`src/rtl/core/oadc_pkg.sv`:
```
// Shared constants and codes for the obstacle-avoiding drive controller.
package oadc_pkg;

  localparam int DistW  = 7;
  localparam int TimeW  = 32;
  localparam int PeriodW = 16;
  localparam int PctW   = 7;
  localparam int DirW   = 3;
  localparam int PhaseW = 2;
  localparam int CfgIdxW = 3;
  localparam int CfgDataW = 16;

  localparam logic [DistW-1:0] DIST_CAP     = 7'd100;
  localparam logic [DistW-1:0] OPEN_SIDE_CM = 7'd70;
  localparam logic [DistW:0]   DIFF_LIMIT   = 8'd6;
  localparam logic [PctW-1:0]  SETPOINT_RESET = 7'd80;

  localparam logic [7:0] CMD_AUTO   = 8'h41;
  localparam logic [7:0] CMD_MANUAL = 8'h50;
  localparam logic [7:0] CMD_FRONT  = 8'h46;
  localparam logic [7:0] CMD_FRONT2 = 8'h51;
  localparam logic [7:0] CMD_BACK   = 8'h42;
  localparam logic [7:0] CMD_BACK2  = 8'h57;
  localparam logic [7:0] CMD_LEFT   = 8'h4C;
  localparam logic [7:0] CMD_LEFT2  = 8'h45;
  localparam logic [7:0] CMD_RIGHT  = 8'h52;
  localparam logic [7:0] CMD_RIGHT2 = 8'h54;

  localparam logic [DirW-1:0] DIR_STOP  = 3'd0;
  localparam logic [DirW-1:0] DIR_FRONT = 3'd1;
  localparam logic [DirW-1:0] DIR_BACK  = 3'd2;
  localparam logic [DirW-1:0] DIR_LEFT  = 3'd3;
  localparam logic [DirW-1:0] DIR_RIGHT = 3'd4;

  localparam logic [PhaseW-1:0] PH_STOP  = 2'd0;
  localparam logic [PhaseW-1:0] PH_SCAN  = 2'd1;
  localparam logic [PhaseW-1:0] PH_AVOID = 2'd2;
  localparam logic [PhaseW-1:0] PH_BACK  = 2'd3;

  localparam logic [CfgIdxW-1:0] REG_CRASH     = 3'd0;
  localparam logic [CfgIdxW-1:0] REG_BLOCK_FR  = 3'd1;
  localparam logic [CfgIdxW-1:0] REG_BLOCK_SD  = 3'd2;
  localparam logic [CfgIdxW-1:0] REG_WALL      = 3'd3;
  localparam logic [CfgIdxW-1:0] REG_BACK_TIME = 3'd4;
  localparam logic [CfgIdxW-1:0] REG_AVOID_TIME = 3'd5;
  localparam logic [CfgIdxW-1:0] REG_DERATE    = 3'd6;
  localparam logic [CfgIdxW-1:0] REG_MIN_SPEED = 3'd7;

  // Clamp a raw echo distance: no echo or beyond range counts as the cap.
  function automatic logic [DistW-1:0] clamp_dist(input logic [7:0] d);
    logic [DistW-1:0] res;
    if (d == 8'd0 || d > {1'b0, DIST_CAP}) begin
      res = DIST_CAP;
    end else begin
      res = d[DistW-1:0];
    end
    return res;
  endfunction

endpackage

```
`src/rtl/core/obstacle_avoid_drive_controller.sv`:
```
// Top level of the obstacle-avoiding drive controller: one control-loop pass per word.
//
// Each input word is one control-loop pass and yields exactly one result word.
// A word is captured in an input register, where a single pass of short
// combinational logic derates the speed setpoint, takes the optional command
// byte and runs either manual control or the scan, avoid and back phase
// machine; the loop state and the result register load together once the
// result register is free. A new word can be accepted every cycle while the
// result channel does not stall; each pass reads and writes the loop state,
// which is updated as its result word loads. Both channels stall cleanly: the
// input register refills as soon as the result register is free or is being
// emptied. The configuration registers reset to their documented values and
// should only be written while no word is in flight.
module obstacle_avoid_drive_controller (
  input  logic                          clk,
  input  logic                          rst_n,
  // Configuration write port.
  input  logic                          cfg_we,
  input  logic [oadc_pkg::CfgIdxW-1:0]  cfg_index,
  input  logic [oadc_pkg::CfgDataW-1:0] cfg_wdata,
  // Input channel.
  input  logic                          in_valid,
  output logic                          in_ready,
  input  logic [31:0]                   in_now_ms,
  input  logic [7:0]                    in_dist_left_cm,
  input  logic [7:0]                    in_dist_center_cm,
  input  logic [7:0]                    in_dist_right_cm,
  input  logic                          in_temp_danger,
  input  logic                          in_gas_danger,
  input  logic                          in_battery_danger,
  input  logic                          in_cmd_valid,
  input  logic [7:0]                    in_cmd_byte,
  // Result channel.
  output logic                          out_valid,
  input  logic                          out_ready,
  output logic                          out_drive_issue,
  output logic [2:0]                    out_drive_dir,
  output logic [6:0]                    out_drive_pct,
  output logic                          out_echo_valid,
  output logic [7:0]                    out_echo_byte,
  output logic [1:0]                    out_danger_total,
  output logic [2:0]                    out_reduction_pct,
  output logic                          out_tracker_enable
);
  import oadc_pkg::*;

  // Configuration registers.
  logic [DistW-1:0]   crash_cm_r, block_front_r, block_side_r, wall_margin_r, min_speed_r;
  logic [PeriodW-1:0] back_time_r, avoid_time_r, derate_period_r;

  // Input stage.
  logic             s1_valid_r;
  logic [TimeW-1:0] s1_now_r;
  logic [7:0]       s1_dl_r, s1_dc_r, s1_dr_r;
  logic             s1_temp_r, s1_gas_r, s1_batt_r;
  logic             s1_cmd_valid_r;
  logic [7:0]       s1_cmd_r;

  // Loop state.
  logic              auto_mode_r, auto_mode_nxt;
  logic [PhaseW-1:0] phase_r, phase_nxt;
  logic [TimeW-1:0]  phase_start_r, phase_start_nxt;
  logic [7:0]        last_cmd_r, last_cmd_nxt;
  logic [PctW-1:0]   setpoint_r, setpoint_nxt;
  logic [PctW-1:0]   applied_r, applied_nxt;
  logic [TimeW-1:0]  derate_start_r, derate_start_nxt;

  // Result register.
  logic            out_valid_r;
  logic            issue_r, issue_nxt;
  logic [DirW-1:0] dir_r, dir_nxt;
  logic [PctW-1:0] pct_r, pct_nxt;
  logic            echo_valid_r;
  logic [7:0]      echo_byte_r;
  logic [1:0]      dangers_r;
  logic [2:0]      step_r;
  logic            tracker_r;

  // Pass datapath.
  logic             out_free, fire;
  logic [DistW-1:0] dl, dc, dr, fmin;
  logic [1:0]       dangers;
  logic [2:0]       step;
  logic [TimeW-1:0] derate_elapsed, phase_elapsed;
  logic [DistW:0]   floor_sum;
  logic             run_manual;

  assign out_free = !out_valid_r || out_ready;
  assign fire     = s1_valid_r && out_free;
  assign in_ready = !s1_valid_r || out_free;

  always_ff @(posedge clk) begin
    if (!rst_n) begin
      crash_cm_r      <= 7'd10;
      block_front_r   <= 7'd30;
      block_side_r    <= 7'd20;
      wall_margin_r   <= 7'd15;
      back_time_r     <= 16'd250;
      avoid_time_r    <= 16'd40;
      derate_period_r <= 16'd1000;
      min_speed_r     <= 7'd30;
    end else if (cfg_we) begin
      case (cfg_index)
        REG_CRASH:      crash_cm_r      <= cfg_wdata[DistW-1:0];
        REG_BLOCK_FR:   block_front_r   <= cfg_wdata[DistW-1:0];
        REG_BLOCK_SD:   block_side_r    <= cfg_wdata[DistW-1:0];
        REG_WALL:       wall_margin_r   <= cfg_wdata[DistW-1:0];
        REG_BACK_TIME:  back_time_r     <= cfg_wdata;
        REG_AVOID_TIME: avoid_time_r    <= cfg_wdata;
        REG_DERATE:     derate_period_r <= cfg_wdata;
        REG_MIN_SPEED:  min_speed_r     <= cfg_wdata[DistW-1:0];
        default: begin
        end
      endcase
    end
  end

  // The input register loads whenever it is empty or drains this cycle.
  always_ff @(posedge clk) begin
    if (!rst_n) begin
      s1_valid_r <= 1'b0;
    end else if (in_ready) begin
      s1_valid_r <= in_valid;
    end
  end

  always_ff @(posedge clk) begin
    if (in_ready && in_valid) begin
      s1_now_r       <= in_now_ms;
      s1_dl_r        <= in_dist_left_cm;
      s1_dc_r        <= in_dist_center_cm;
      s1_dr_r        <= in_dist_right_cm;
      s1_temp_r      <= in_temp_danger;
      s1_gas_r       <= in_gas_danger;
      s1_batt_r      <= in_battery_danger;
      s1_cmd_valid_r <= in_cmd_valid;
      s1_cmd_r       <= in_cmd_byte;
    end
  end

  // Clamped distances, nearest reading and danger count.
  always_comb begin
    dl = clamp_dist(s1_dl_r);
    dc = clamp_dist(s1_dc_r);
    dr = clamp_dist(s1_dr_r);
    fmin = dc;
    if (dl < fmin) begin
      fmin = dl;
    end
    if (dr < fmin) begin
      fmin = dr;
    end
    dangers = 2'({1'b0, s1_temp_r} + {1'b0, s1_gas_r} + {1'b0, s1_batt_r});
    case (dangers)
      2'd0:    step = 3'd0;
      2'd1:    step = 3'd1;
      2'd2:    step = 3'd3;
      default: step = 3'd5;
    endcase
    derate_elapsed = s1_now_r - derate_start_r;
    phase_elapsed  = s1_now_r - phase_start_r;
    floor_sum      = {1'b0, min_speed_r} + {5'd0, step};
  end

  // One control-loop pass. Derating comes first so that any motor command
  // in this pass already uses the reduced setpoint.
  always_comb begin
    auto_mode_nxt    = auto_mode_r;
    phase_nxt        = phase_r;
    phase_start_nxt  = phase_start_r;
    last_cmd_nxt     = last_cmd_r;
    setpoint_nxt     = setpoint_r;
    applied_nxt      = applied_r;
    derate_start_nxt = derate_start_r;
    issue_nxt        = 1'b0;
    dir_nxt          = DIR_STOP;
    pct_nxt          = '0;

    // The derate timer only runs while the car moves under some danger.
    if (applied_r == '0 || dangers == 2'd0) begin
      derate_start_nxt = s1_now_r;
    end else if (derate_elapsed >= {16'd0, derate_period_r}) begin
      derate_start_nxt = s1_now_r;
      if ({1'b0, setpoint_r} > floor_sum) begin
        setpoint_nxt = setpoint_r - {4'd0, step};
      end else begin
        setpoint_nxt = min_speed_r;
      end
    end

    // Mode selection from a fresh command byte.
    if (s1_cmd_valid_r) begin
      last_cmd_nxt = s1_cmd_r;
      if (s1_cmd_r == CMD_AUTO) begin
        auto_mode_nxt = 1'b1;
        phase_nxt     = PH_SCAN;
        applied_nxt   = '0;
      end else if (s1_cmd_r == CMD_MANUAL) begin
        issue_nxt     = 1'b1;
        dir_nxt       = DIR_STOP;
        auto_mode_nxt = 1'b0;
        phase_nxt     = PH_SCAN;
        applied_nxt   = '0;
      end
    end

    run_manual = !auto_mode_nxt && last_cmd_nxt != CMD_AUTO && last_cmd_nxt != CMD_MANUAL;

    if (run_manual) begin
      // Manual control re-applies the last command; anything unknown stops the car.
      issue_nxt = 1'b1;
      case (last_cmd_nxt)
        CMD_FRONT, CMD_FRONT2: dir_nxt = DIR_FRONT;
        CMD_BACK,  CMD_BACK2:  dir_nxt = DIR_BACK;
        CMD_LEFT,  CMD_LEFT2:  dir_nxt = DIR_LEFT;
        CMD_RIGHT, CMD_RIGHT2: dir_nxt = DIR_RIGHT;
        default:               dir_nxt = DIR_STOP;
      endcase
      if (dir_nxt == DIR_STOP) begin
        applied_nxt = '0;
      end
    end else if (auto_mode_nxt) begin
      case (phase_nxt)
        PH_SCAN: begin
          if (dc < crash_cm_r) begin
            issue_nxt       = 1'b1;
            dir_nxt         = DIR_BACK;
            phase_start_nxt = s1_now_r;
            phase_nxt       = PH_BACK;
          end else if (fmin < block_front_r) begin
            // Turn away from a close side, else towards the more open side.
            issue_nxt = 1'b1;
            if (dl < block_side_r) begin
              dir_nxt = DIR_RIGHT;
            end else if (dr < block_side_r) begin
              dir_nxt = DIR_LEFT;
            end else if ({1'b0, dl} > {1'b0, dr} + DIFF_LIMIT) begin
              dir_nxt = DIR_LEFT;
            end else if ({1'b0, dr} > {1'b0, dl} + DIFF_LIMIT) begin
              dir_nxt = DIR_RIGHT;
            end else begin
              dir_nxt = DIR_LEFT;
            end
            phase_start_nxt = s1_now_r;
            phase_nxt       = PH_AVOID;
          end else begin
            // Cruising: gentle steering off walls and towards open space.
            issue_nxt = 1'b1;
            if (dl < wall_margin_r) begin
              dir_nxt = DIR_RIGHT;
            end else if (dr < wall_margin_r) begin
              dir_nxt = DIR_LEFT;
            end else if (dl >= OPEN_SIDE_CM && dr < OPEN_SIDE_CM) begin
              dir_nxt = DIR_LEFT;
            end else if (dr >= OPEN_SIDE_CM && dl < OPEN_SIDE_CM) begin
              dir_nxt = DIR_RIGHT;
            end else begin
              dir_nxt = DIR_FRONT;
            end
          end
        end
        PH_AVOID: begin
          if (fmin > block_front_r || phase_elapsed >= {16'd0, avoid_time_r}) begin
            phase_nxt = PH_SCAN;
          end
        end
        PH_BACK: begin
          // The stop at the end of reversing leaves the applied speed alone.
          if (phase_elapsed >= {16'd0, back_time_r}) begin
            issue_nxt = 1'b1;
            dir_nxt   = DIR_STOP;
            phase_nxt = PH_SCAN;
          end
        end
        default: begin
          phase_nxt = PH_SCAN;
        end
      endcase
    end

    // A moving command drives at, and records, the current setpoint.
    if (issue_nxt && dir_nxt != DIR_STOP) begin
      pct_nxt     = setpoint_nxt;
      applied_nxt = setpoint_nxt;
    end
  end

  always_ff @(posedge clk) begin
    if (!rst_n) begin
      auto_mode_r    <= 1'b0;
      phase_r        <= PH_STOP;
      phase_start_r  <= '0;
      last_cmd_r     <= '0;
      setpoint_r     <= SETPOINT_RESET;
      applied_r      <= '0;
      derate_start_r <= '0;
    end else if (fire) begin
      auto_mode_r    <= auto_mode_nxt;
      phase_r        <= phase_nxt;
      phase_start_r  <= phase_start_nxt;
      last_cmd_r     <= last_cmd_nxt;
      setpoint_r     <= setpoint_nxt;
      applied_r      <= applied_nxt;
      derate_start_r <= derate_start_nxt;
    end
  end

  always_ff @(posedge clk) begin
    if (!rst_n) begin
      out_valid_r <= 1'b0;
    end else if (out_free) begin
      out_valid_r <= s1_valid_r;
    end
  end

  always_ff @(posedge clk) begin
    if (fire) begin
      issue_r      <= issue_nxt;
      dir_r        <= dir_nxt;
      pct_r        <= pct_nxt;
      echo_valid_r <= s1_cmd_valid_r;
      echo_byte_r  <= s1_cmd_valid_r ? s1_cmd_r : 8'd0;
      dangers_r    <= dangers;
      step_r       <= step;
      tracker_r    <= (applied_nxt == '0);
    end
  end

  assign out_valid          = out_valid_r;
  assign out_drive_issue    = issue_r;
  assign out_drive_dir      = dir_r;
  assign out_drive_pct      = pct_r;
  assign out_echo_valid     = echo_valid_r;
  assign out_echo_byte      = echo_byte_r;
  assign out_danger_total   = dangers_r;
  assign out_reduction_pct  = step_r;
  assign out_tracker_enable = tracker_r;

endmodule

```
`config.mk`:
```
export PLATFORM = sky130hd
export DESIGN_NAME = obstacle_avoid_drive_controller
export DESIGN_NICKNAME = d
export VERILOG_FILES = /design/src/rtl/core/oadc_pkg.sv /design/src/rtl/core/obstacle_avoid_drive_controller.sv
export SDC_FILE = /design/constraint.sdc
export NUM_CORES = 1
export LEC_CHECK = 0
export BUFFER_PORTS_ARGS = -buffer_cell sky130_fd_sc_hd__buf_2
export CAP_MARGIN = 20
export CORE_UTILIZATION = 56
export DETAILED_ROUTE_END_ITERATION = 8
export PLACE_DENSITY = 0.81
export SYNTH_ARGS = -nofsm -noshare
export SYNTH_HDL_FRONTEND = slang
export SYNTH_SLANG_ARGS = --single-unit
```
`constraint.sdc`:
```
create_clock -name clk -period 5.8 [get_ports clk]
set_input_delay 0.58 -clock clk [delete_from_list [all_inputs] [get_ports clk]]
set_output_delay 0.58 -clock clk [all_outputs]
set_load 0.01 [all_outputs]
```
==> run_summary.xml <==
<?xml version="1.0" encoding="UTF-8"?>
<metrics>
  <group name="status">
    <metric name="status" unit="">finished with violations</metric>
    <metric name="failed_checks" unit="">negative setup slack</metric>
  </group>
  <group name="global_route">
    <metric name="grt_usage" unit="">0.273</metric>
    <metric name="grt_first_pass_wirelength" unit="mm">70.7</metric>
    <metric name="gr-total-overflow" unit="">0</metric>
    <metric name="number_of_global_route_vias_before_repair" unit="">14806</metric>
    <metric name="maximum_number_of_pins_on_one_net_before_global_route_repair" unit="">72</metric>
    <metric name="antenna_violations_before_repair" unit="">0</metric>
  </group>
  <group name="clock_tree">
    <metric name="htreeDepth" unit="">1</metric>
    <metric name="worstSkewPairLatency" unit="ns">0.57</metric>
    <metric name="clk_pin_slew_worst_paths" unit="ns">0.06</metric>
    <metric name="tritoncts.num_buffers" unit="">30</metric>
    <metric name="clockRootBuffer" unit="">sky130_fd_sc_hd__clkbuf_16</metric>
    <metric name="clock_tree.buffer_depth" unit="">3</metric>
    <metric name="clock_sinks" unit="">268</metric>
    <metric name="tritoncts_clock_tree" unit="">done</metric>
    <metric name="cts_hold_buffers" unit="">0</metric>
  </group>
  <group name="pwr">
    <metric name="power-per-cell-area" unit="nW/µm²">251</metric>
    <metric name="seq_power_share" unit="">0.413</metric>
    <metric name="netSwitchingPower" unit="W">0.00144</metric>
    <metric name="netSwitchingFraction" unit="">0.287</metric>
    <metric name="clock_power_share" unit="">0.376</metric>
    <metric name="p_int" unit="W">0.00358</metric>
    <metric name="leakagePower" unit="nW">8.05</metric>
    <metric name="vdd_drop_max" unit="V">0.000257</metric>
    <metric name="comb_power_share" unit="">0.211</metric>
  </group>
  <group name="cells_and_area">
    <metric name="multiInputGateArea" unit="µm²">10400</metric>
    <metric name="regArea" unit="µm²">6310</metric>
    <metric name="final_nets" unit="">2473</metric>
    <metric name="nFillCells" unit="">2525</metric>
    <metric name="area_growth_syn_to_layout" unit="%">14.8</metric>
    <metric name="antenna_cells_inserted" unit="">0</metric>
    <metric name="drive_gt1_frac" unit="">0.133</metric>
    <metric name="final-instance-count-excl-fill" unit="">2615</metric>
    <metric name="post-route-util" unit="">0.655</metric>
  </group>
  <group name="drt">
    <metric name="routedWlPerCell" unit="µm">17.1</metric>
    <metric name="post-route-drc-count" unit="">0</metric>
    <metric name="dr.first_iter.drc_count" unit="">895</metric>
    <metric name="routed-via-count" unit="">15420</metric>
    <metric name="drt_wl_total" unit="mm">44.7</metric>
    <metric name="drt-vias-per-instance" unit="">5.90</metric>
    <metric name="drtAntennaViolNets" unit="">0</metric>
    <metric name="drt_pass1_iterations" unit="">6</metric>
  </group>
  <group name="setup_path">
    <metric name="crit_slowest_cell" unit="">sky130_fd_sc_hd__or4_4</metric>
    <metric name="startpoint_type" unit="">register</metric>
    <metric name="worstSetupEndpointType" unit="">register</metric>
    <metric name="timing.setup.critical_path_class" unit="">register to register</metric>
    <metric name="critical_path_arrival" unit="ns">6.58</metric>
    <metric name="crit_path_max_incr_delay" unit="ns">0.55</metric>
    <metric name="worstPathMaxFanout" unit="">6</metric>
    <metric name="crit_required" unit="ns">6.30</metric>
  </group>
  <group name="yosys">
    <metric name="synth_fp_nets" unit="">2338</metric>
    <metric name="synth-edff-count" unit="">94</metric>
    <metric name="synthFlopType" unit="">sky130_fd_sc_hd__dfxtp_1</metric>
    <metric name="yosysUniqueCellTypes" unit="">83</metric>
    <metric name="async_flop_share" unit="">0</metric>
    <metric name="cell_count_after_synthesis" unit="">2061</metric>
    <metric name="postSynthRegisterBits" unit="">268</metric>
    <metric name="syn-cell-area" unit="µm²">17500</metric>
    <metric name="synth.avg_cell_area" unit="µm²">8.47</metric>
    <metric name="synth_warnings" unit="">0</metric>
    <metric name="synth_sequential_area_ratio" unit="">0.361</metric>
  </group>
  <group name="timing">
    <metric name="fin_crit_sh" unit="">1.05</metric>
    <metric name="worst-slew-pin-transition" unit="ns">0.959</metric>
    <metric name="finalMaxSlewViolations" unit="">0</metric>
    <metric name="setup_ws" unit="ns">-0.288</metric>
    <metric name="relSlewSlack" unit="">0.361</metric>
    <metric name="fin_setup_tns" unit="ns">-0.288</metric>
    <metric name="fin_worst_hold_slack" unit="ns">0.181</metric>
    <metric name="fin_crit" unit="ns">6.09</metric>
    <metric name="finalClockSkew" unit="ns">0.0109</metric>
    <metric name="rsz0062_at_grt" unit="">true</metric>
    <metric name="setup_viol" unit="">1</metric>
    <metric name="timing.final.hold_violations" unit="">0</metric>
    <metric name="max_freq" unit="MHz">164</metric>
  </group>
  <group name="placed_design">
    <metric name="place_worst_setup_slack" unit="ns">-0.116</metric>
    <metric name="dp_hpwl" unit="mm">32.4</metric>
    <metric name="dpl.cell_count" unit="">2541</metric>
    <metric name="gpl.final_weighted_congestion" unit="">0.939</metric>
    <metric name="portBuffers" unit="">119</metric>
  </group>
  <group name="floorplanning">
    <metric name="dieArea" unit="µm²">31900</metric>
    <metric name="start_util" unit="">0.571</metric>
    <metric name="design.portCount" unit="">120</metric>
    <metric name="std_cell_rows" unit="">64</metric>
    <metric name="die_outline_width" unit="µm">179</metric>
    <metric name="total_core_area" unit="µm²">30600</metric>
    <metric name="die_extent_in_y" unit="µm">179</metric>
  </group>
  <group name="run">
    <metric name="max_cap_violations" unit="">0</metric>
  </group>
  <group name="hold_path">
    <metric name="hold_path_class" unit="">primary input to register</metric>
  </group>
</metrics>
-- power groups by stage --
stage	registers (W)	logic, W	clock network [W]
after floorplan	0.00210	0.000722	0
after detailed placement	0.00211	0.000992	0
after CTS	0.00207	0.00101	0.00192
after global placement	0.00211	0.000960	0
final	0.00207	0.00106	0.00189
after global routing	0.00208	0.00118	0.00199
-- layout by cell type (no fill, tap or decap), types with 19 or more instances in the layout --
cell type                   synthesis  final
sky130_fd_sc_hd__buf_4              3     51
sky130_fd_sc_hd__o211ai_1          42     42
sky130_fd_sc_hd__edfxtp_1          94     94
sky130_fd_sc_hd__nor2_1           146    145
sky130_fd_sc_hd__nand2_1          315    313
sky130_fd_sc_hd__a21oi_1          196    188
sky130_fd_sc_hd__nand2b_1          21     21
sky130_fd_sc_hd__xnor2_1           40     40
sky130_fd_sc_hd__nor3_1            30     26
sky130_fd_sc_hd__and3_1            20     19
sky130_fd_sc_hd__clkbuf_16          0     34
sky130_fd_sc_hd__a211oi_1          25     23
sky130_fd_sc_hd__a21o_1            60     60
sky130_fd_sc_hd__inv_1            182    181
sky130_fd_sc_hd__ha_1             180    175
sky130_fd_sc_hd__nand3_1           44     44
sky130_fd_sc_hd__mux2i_1           56     53
sky130_fd_sc_hd__a31oi_1           21     21
sky130_fd_sc_hd__xor2_1            25     25
sky130_fd_sc_hd__buf_2              6    120
sky130_fd_sc_hd__o21ai_0           74     69
sky130_fd_sc_hd__dfxtp_1          174    174
-- kinds of logic (layout without fill, tap and decap cells) --
kind of cell               Yosys count  in the layout  synth area share
and+or+nand+nor                    683            683             0.178
DFF                                268            268             0.361
AOI/OAI and AO/OA                  535            535             0.198
buffers and inverters              261            419            0.0581
xor gates and xnor gates            65             65            0.0326
muxes                               59             59            0.0341
adders and majority gates          190            190             0.138
-- stage by stage --
| step | power [W] | area [µm²] |
|---|---|---|
| 2_1_floorplan | 0.00282 | 17500 |
| 3_3_place_gp | 0.00307 | 18600 |
| 3_5_place_dp | 0.00310 | 18600 |
| 4_1_cts | 0.00500 | 19700 |
| 5_1_grt | 0.00525 | 20000 |
| 6_report | 0.00502 | 20000 |
-- what timing repair did --
action	4_1_cts	5_1_grt
setup buffers	2	13
endpoints found under the setup margin	3	84
pin swaps	7	20
cloned	1	4
resized for setup	10	35
-- sequential cells by signal (all words and copies together) (netlist names), 3 cells and up --
signal	count
s1_cmd_r	8
out_echo_byte	8
crash_cm_r	7
derate_period_r	16
phase_start_r	32
derate_start_r	32
s1_dl_r	8
min_speed_r	7
out_reduction_pct	3
s1_dc_r	8
applied_r	7
back_time_r	16
block_front_r	7
s1_dr_r	8
out_drive_pct	7
out_drive_dir	3
last_cmd_r	8
wall_margin_r	7
avoid_time_r	16
s1_now_r	32
setpoint_r	7
block_side_r	7
-- worst paths after layout --
kind              slack, ns                              to                      startpoint  cells after the start
setup reg to reg      -0.29         phase_r[1]$_SDFFE_PN0P_            s1_dl_r[4]$_DFFE_PP_                     26
setup / recovery      -0.29         phase_r[1]$_SDFFE_PN0P_            s1_dl_r[4]$_DFFE_PP_                     26
hold reg to reg        0.45  phase_start_r[24]$_SDFFE_PN0P_  phase_start_r[24]$_SDFFE_PN0P_                      2
hold / removal         0.18           s1_now_r[0]$_DFFE_PP_                    in_now_ms[0]                      1
-- layer usage --
layer | vias to the layer above | GRT usage | share of wire
li1 | 7576 | - | -
met1 | 7219 | 0.333 | 0.42
met2 | 509 | 0.490 | 0.49
met3 | 116 | 0.0341 | 0.056
met4 | 0 | 0.0953 | 0.036
met5 | - | 0 | 0
-- cell type report --
class / instances / share of cell area
Clock buffer: 38 / 0.0400
Timing Repair Buffer: 182 / 0.0597
Multi-Input combinational cell: 1532 / 0.518
Sequential cell: 268 / 0.315
Inverter: 182 / 0.0342
Clock inverter: 17 / 0.00837
Tap cell: 396 / 0.0247
-- synthesized netlist by cell type (8+ instances only) --
| master | n | area share |
|---|---|---|
| sky130_fd_sc_hd__o21ai_0 | 74 | 0.021 |
| sky130_fd_sc_hd__ha_1 | 180 | 0.13 |
| sky130_fd_sc_hd__nand3_1 | 44 | 0.013 |
| sky130_fd_sc_hd__o21bai_1 | 9 | 0.0039 |
| sky130_fd_sc_hd__and3_1 | 20 | 0.0072 |
| sky130_fd_sc_hd__a31oi_1 | 21 | 0.0075 |
| sky130_fd_sc_hd__o31ai_1 | 8 | 0.0034 |
| sky130_fd_sc_hd__nor2_1 | 146 | 0.031 |
| sky130_fd_sc_hd__nor2b_1 | 18 | 0.0065 |
| sky130_fd_sc_hd__o211ai_1 | 42 | 0.018 |
| sky130_fd_sc_hd__o311a_1 | 10 | 0.0057 |
| sky130_fd_sc_hd__nand2b_1 | 21 | 0.0075 |
| sky130_fd_sc_hd__mux2i_1 | 56 | 0.032 |
| sky130_fd_sc_hd__nor3_1 | 30 | 0.0086 |
| sky130_fd_sc_hd__o21a_1 | 18 | 0.0077 |
| sky130_fd_sc_hd__edfxtp_1 | 94 | 0.16 |
| sky130_fd_sc_hd__a21o_1 | 60 | 0.026 |
| sky130_fd_sc_hd__and2_1 | 17 | 0.0061 |
| sky130_fd_sc_hd__nand4_1 | 18 | 0.0065 |
| sky130_fd_sc_hd__clkbuf_1 | 61 | 0.013 |
| sky130_fd_sc_hd__inv_1 | 182 | 0.039 |
| sky130_fd_sc_hd__dfxtp_1 | 174 | 0.20 |
| sky130_fd_sc_hd__a21oi_1 | 196 | 0.056 |
| sky130_fd_sc_hd__nand2_1 | 315 | 0.068 |
| sky130_fd_sc_hd__or2_2 | 8 | 0.0029 |
| sky130_fd_sc_hd__xor2_1 | 25 | 0.013 |
| sky130_fd_sc_hd__or3_1 | 9 | 0.0032 |
| sky130_fd_sc_hd__nor4_1 | 8 | 0.0029 |
| sky130_fd_sc_hd__xnor2_1 | 40 | 0.020 |
| sky130_fd_sc_hd__a211oi_1 | 25 | 0.011 |
-- critical path, delay by kind of cell, from the launching register on --
family / cells / cell delay [ns]
and+or+nand+nor: 8 / 2.12
AOI/OAI and AO/OA: 12 / 2.11
adders and majority gates: 3 / 0.65
muxes: 2 / 0.51
DFF: 1 / 0.38
buffers and inverters: 1 / 0.22
Note: power is estimated with default switching activity, not from simulation.
